[src/rtl/core/hsct_pkg.sv]
// ----------------------------------------------------------------------------
// hsct_pkg
// Shared widths, codes and types of the hashed saturating counter table.
// ----------------------------------------------------------------------------
`default_nettype none

package hsct_pkg;

  localparam int HASH_W  = 64;
  localparam int LEN_W   = 17;
  localparam int COUNT_W = 16;
  localparam int STEP_W  = $clog2(HASH_W);

  localparam int DEF_TABLE_DEPTH   = 65536;
  localparam int DEF_COUNTER_WIDTH = 16;

  localparam logic [LEN_W-1:0] LEN_RESET = 17'h10000;

  localparam logic KIND_COUNT = 1'b0;
  localparam logic KIND_QUERY = 1'b1;

  typedef struct packed {
    logic busy;
    logic done;
  } div_stat_t;

endpackage

`default_nettype wire

[src/rtl/core/hsct_div.sv]
// ----------------------------------------------------------------------------
// hsct_div
// Bit-serial restoring remainder unit: 64-bit dividend by a 17-bit divisor.
// ----------------------------------------------------------------------------
`default_nettype none

module hsct_div (
  input  logic                           clk,
  input  logic                           rst_n,
  input  logic                           start,
  input  logic [hsct_pkg::HASH_W-1:0]    dividend,
  input  logic [hsct_pkg::LEN_W-1:0]     divisor,
  output hsct_pkg::div_stat_t            stat,
  output logic [hsct_pkg::LEN_W-1:0]     rem
);

  localparam int LW = hsct_pkg::LEN_W;
  localparam int HW = hsct_pkg::HASH_W;
  localparam int SW = hsct_pkg::STEP_W;
  localparam logic [SW-1:0] LAST_STEP = SW'(HW - 1);

  logic [HW-1:0] dvd_r, dvd_nxt;
  logic [LW-1:0] dsr_r, dsr_nxt;
  logic [LW-1:0] rem_r, rem_nxt;
  logic [SW-1:0] step_r, step_nxt;
  logic          busy_r, busy_nxt;
  logic          done_r, done_nxt;

  logic [LW:0]   shifted;
  logic [LW:0]   diff;

  assign shifted = {rem_r, dvd_r[HW-1]};
  assign diff    = shifted - {1'b0, dsr_r};

  always_comb begin
    dvd_nxt  = dvd_r;
    dsr_nxt  = dsr_r;
    rem_nxt  = rem_r;
    step_nxt = step_r;
    busy_nxt = busy_r;
    done_nxt = 1'b0;
    if (start && !busy_r) begin
      dvd_nxt  = dividend;
      dsr_nxt  = divisor;
      rem_nxt  = '0;
      step_nxt = '0;
      busy_nxt = 1'b1;
    end else if (busy_r) begin
      // subtract when the shifted partial remainder reaches the divisor
      if (shifted >= {1'b0, dsr_r}) begin
        rem_nxt = diff[LW-1:0];
      end else begin
        rem_nxt = shifted[LW-1:0];
      end
      dvd_nxt  = {dvd_r[HW-2:0], 1'b0};
      step_nxt = step_r + 1'b1;
      if (step_r == LAST_STEP) begin
        busy_nxt = 1'b0;
        done_nxt = 1'b1;
      end
    end
  end

  always_ff @(posedge clk) begin
    if (!rst_n) begin
      busy_r <= 1'b0;
      done_r <= 1'b0;
      step_r <= '0;
    end else begin
      busy_r <= busy_nxt;
      done_r <= done_nxt;
      step_r <= step_nxt;
    end
    dvd_r <= dvd_nxt;
    dsr_r <= dsr_nxt;
    rem_r <= rem_nxt;
  end

  assign stat.busy = busy_r;
  assign stat.done = done_r;
  assign rem       = rem_r;

endmodule

`default_nettype wire

[config.mk]
export PLATFORM = sky130hd
export DESIGN_NAME = hsct_div
export DESIGN_NICKNAME = d
export VERILOG_FILES = /design/src/rtl/core/hsct_pkg.sv /design/src/rtl/core/hsct_div.sv
export SDC_FILE = /design/constraint.sdc
export NUM_CORES = 1
export LEC_CHECK = 0
export BUFFER_PORTS_ARGS = -buffer_cell sky130_fd_sc_hd__buf_2
export CORE_ASPECT_RATIO = 0.5
export CORE_MARGIN = 8
export CORE_UTILIZATION = 50
export DETAILED_ROUTE_END_ITERATION = 12
export PLACE_DENSITY_LB_ADDON = 0.05
export SYNTH_ARGS = -nofsm -noshare
export SYNTH_HDL_FRONTEND = slang
export SYNTH_SLANG_ARGS = --single-unit
[constraint.sdc]
create_clock -name clk -period 2.87 [get_ports clk]
set_input_delay 0.861 -clock clk [delete_from_list [all_inputs] [get_ports clk]]
set_output_delay 0.861 -clock clk [all_outputs]
set_load 0.1 [all_outputs]
==> metrics <==
antenna violations before repair=3; switching share of power=0.405; routed via count=3448; total of max-cap violations=0; R2R Setup Slk=0.27 ns; number of violations reported at the end of detailed-routing iteration 0=203; Post-synth EDFFs=81; total number of yosys warnings=0; number of cells in the finished layout apart from fillers=646; global routing met1 resource utilization=0.187; Data arrival, critical path=2.82 ns; clk buf depth=2; post-layout net count=603; most used cell, CP=sky130_fd_sc_hd__inv_1; worst-skew pair later-pin latency=0.34 ns; share of total power in the clock network=0.235; Overflow after GRT=0; die width=159 um; number of synthesized register bits=106; clk slew on worst S/H paths=0.08 ns; Leak=2.54 nW; sequential share of the synthesized area=0.571; post-route cell area=6140 um^2; final setup violating endpoints=0; CP cell instances=inv_1 -> ha_1 -> inv_1 -> fa_1 -> a21o_1 -> a221oi_4 -> o211ai_1 -> a21oi_2 -> buf_4 -> mux2i_1 -> o21ai_1; placed cell count=629; Post-synth top flop=sky130_fd_sc_hd__edfxtp_1; post-placement cell area=5820 um^2; number of standard-cell rows in the floorplan=26; maximum single-stage delay on the critical path=0.42 ns; layout cell share with drive strength beyond 1=0.388; Distinct cells, synth=51; Worst Hold End=step_r[5]$_SDFFE_PP0P_; netlist area before placement=5130 um^2; maximum resistive drop on vdd=0.371 mV; layout overhead on the synthesized area=19.7%; total routing resource utilization after global routing=0.157; DP HPWL=7.45 mm; share of total power in sequential cells=0.376; global routing's busiest layer=met2; CTS HTree Levels=3; fraction of registers with async set or reset after synthesis=0; die area=14000 um^2; cell at the root of the clock tree=sky130_fd_sc_hd__clkbuf_16; number of instances in the synthesized netlist=397; Worst setup SP type=flop; reg2reg start=dvd_r[63]$_DFFE_PP_; post-route total power=5.51 mW; maximum achievable frequency=385 MHz; vertical die dimension=87.6 um; final-layout setup total negative slack=0 ns; cell depth of the worst min-delay path=2; via density per instance=5.34; path category of the worst min-delay check=reg2reg; post-route clock period utilization=0.905; TritonCTS clock tree=done; kind of end point of the critical path=flop; worst clock skew=0.00588 ns; fraction of power consumed by combinational cells=0.389; number of global-route vias before repair=3602; final wirelength=10.6 mm; Slowest-stage cell, CP=sky130_fd_sc_hd__fa_1; number of iterations in the first detailed-routing pass=4; internal power consumption=3.28 mW; number of input and output port buffers inserted=102; relative slew slack=0.437; post-detailed-route count of antenna-violating nets=0; TritonCTS Sinks=106; initial core utilization=0.509; class of the most critical setup path=reg2reg; clock period minus final worst setup slack=2.60 ns; outcome=finished clean; maximum number of pins on one net before global-route repair=74; total I/O pin count=103; net load switching power=2.23 mW; fill cell count=874; cell depth of the worst flop-to-flop path=11; met2 track demand over resource=0.258; area of the multi-input gates=2040 um^2; area inside the core boundary=10100 um^2; Inserted Clock Buffers=9; slew of the pin with the lowest slew margin=0.824 ns; DRC errors left=0; PD cells=897 nW/um^2; critical path fanouts, max=20; hold_sp=step_r[5]$_SDFFE_PP0P_; required time of the worst setup path=3.09 ns; FF-to-FF End=rem[1]$_SDFFE_PP0P_; total nets after synthesis=500; unrepaired setup endpoints after global routing=no; met3 track demand over resource=0.0675; final max-slew violation count=0; placer's final routability congestion estimate=0.854; area taken by flip-flops and latches=2930 um^2; syn_area_per_cell=12.9 um^2; global-route wire length before repair=17.5 mm; wire length per cell after detailed routing=16.5 um; Hold Fails Final Rpt=0
## stage by stage
step	setup WS [ns]	hold WS, ns	util
after floorplan	0.00611	0.458	-
after global placement	0.302	0.476	0.577
after detailed placement	0.268	0.481	0.577
after CTS	0.238	0.498	0.608
after global routing	0.0237	0.538	0.609
final	0.273	0.502	0.609
## cells in the mapped netlist (10+ instances only)
library cell,instances,area (um^2)
sky130_fd_sc_hd__nor2_1,12,45.0
sky130_fd_sc_hd__o21ai_0,12,60.1
sky130_fd_sc_hd__edfxtp_1,81,2430
sky130_fd_sc_hd__nand2_1,22,82.6
sky130_fd_sc_hd__dfxtp_1,25,500
sky130_fd_sc_hd__inv_1,24,90.1
sky130_fd_sc_hd__ha_1,18,225
sky130_fd_sc_hd__mux2_2,63,709
sky130_fd_sc_hd__a21oi_1,11,55.1
sky130_fd_sc_hd__clkbuf_1,10,37.5
sky130_fd_sc_hd__nand3_1,11,55.1
## worst max-delay path by stage
stage,to,slack [ns],cells after the start,start
after floorplan,dvd_r[0]$_SDFFCE_PN0P_,0.006,3,start
after global routing,rem[1]$_SDFFE_PP0P_,0.02,11,dvd_r[63]$_DFFE_PP_
after detailed placement,rem[1]$_SDFFE_PP0P_,0.27,11,dvd_r[63]$_DFFE_PP_
after CTS,rem[1]$_SDFFE_PP0P_,0.24,11,dvd_r[63]$_DFFE_PP_
after global placement,rem[13]$_SDFFE_PP0P_,0.30,11,dvd_r[63]$_DFFE_PP_
final,rem[1]$_SDFFE_PP0P_,0.27,11,dvd_r[63]$_DFFE_PP_
## registers in the layout, summed over array words and instances, names as in the netlist
signal	count
busy_r	1
done_r	1
step_r	6
rem	17
dvd_r	64
dsr_r	17
## kinds of logic (layout without fill, tap and decap cells)
| logic type | Yosys count | after routing | synth area share |
|---|---|---|---|
| other | 0 | 1 | 0 |
| adder cells (fa/ha/maj) | 19 | 19 | 0.0478 |
| AND/OR/NAND/NOR | 75 | 75 | 0.0731 |
| XOR/XNOR | 18 | 18 | 0.0307 |
| AO/OA/AOI/OAI | 72 | 72 | 0.0995 |
| flip-flops | 106 | 106 | 0.571 |
| multiplexers | 65 | 65 | 0.142 |
| buffers and inverters | 42 | 150 | 0.0353 |
## per-layer routing
layer | share of wire | routed length, um
met5 | 0.0024 | 26
met4 | 0.012 | 127
met3 | 0.073 | 779
met2 | 0.46 | 4870
met1 | 0.45 | 4840
## cell type report
cell class / count / area share
clock inverters: 7 / 0.0136
diodes: 1 / 0.000407
multi-input cells: 249 / 0.332
well taps: 140 / 0.0285
clock buffers: 9 / 0.0367
inverters: 24 / 0.0147
flip-flops and latches: 106 / 0.477
repair buffers: 110 / 0.0970
## layout by cell type, fill, tap and decap left out, drive strengths merged, types with 12 or more instances in the layout
cell type and n:
buf 110, nand3 12, nor2 12, mux2 63
inv 28, edfxtp 81, ha 18, a21oi 12
o21ai 17, dfxtp 25, nand2 23
## what timing repair did
action,4_1_cts,5_1_grt
gates resized for setup,0,1
buffers inserted,0,0
setup endpoints to repair,0,4
hold buffers,0,0
## critical path: cells and delay by family (launching register included)
kind	cells	cell delay, ns
AOI/OAI and AO/OA	5	0.92
adders and majority gates	2	0.57
DFF	1	0.38
buffers and inverters	3	0.38
muxes	1	0.21
## power by group through the flow
stage | logic, mW | clock network (mW) | registers, mW
5_1_grt | 2.32 | 1.39 | 2.10
6_report | 2.15 | 1.29 | 2.07
3_3_place_gp | 2.13 | 0 | 2.10
3_5_place_dp | 2.13 | 0 | 2.10
2_1_floorplan | 1.06 | 0 | 2.75
4_1_cts | 2.14 | 1.33 | 2.07
(Power assumes the default switching activity.)
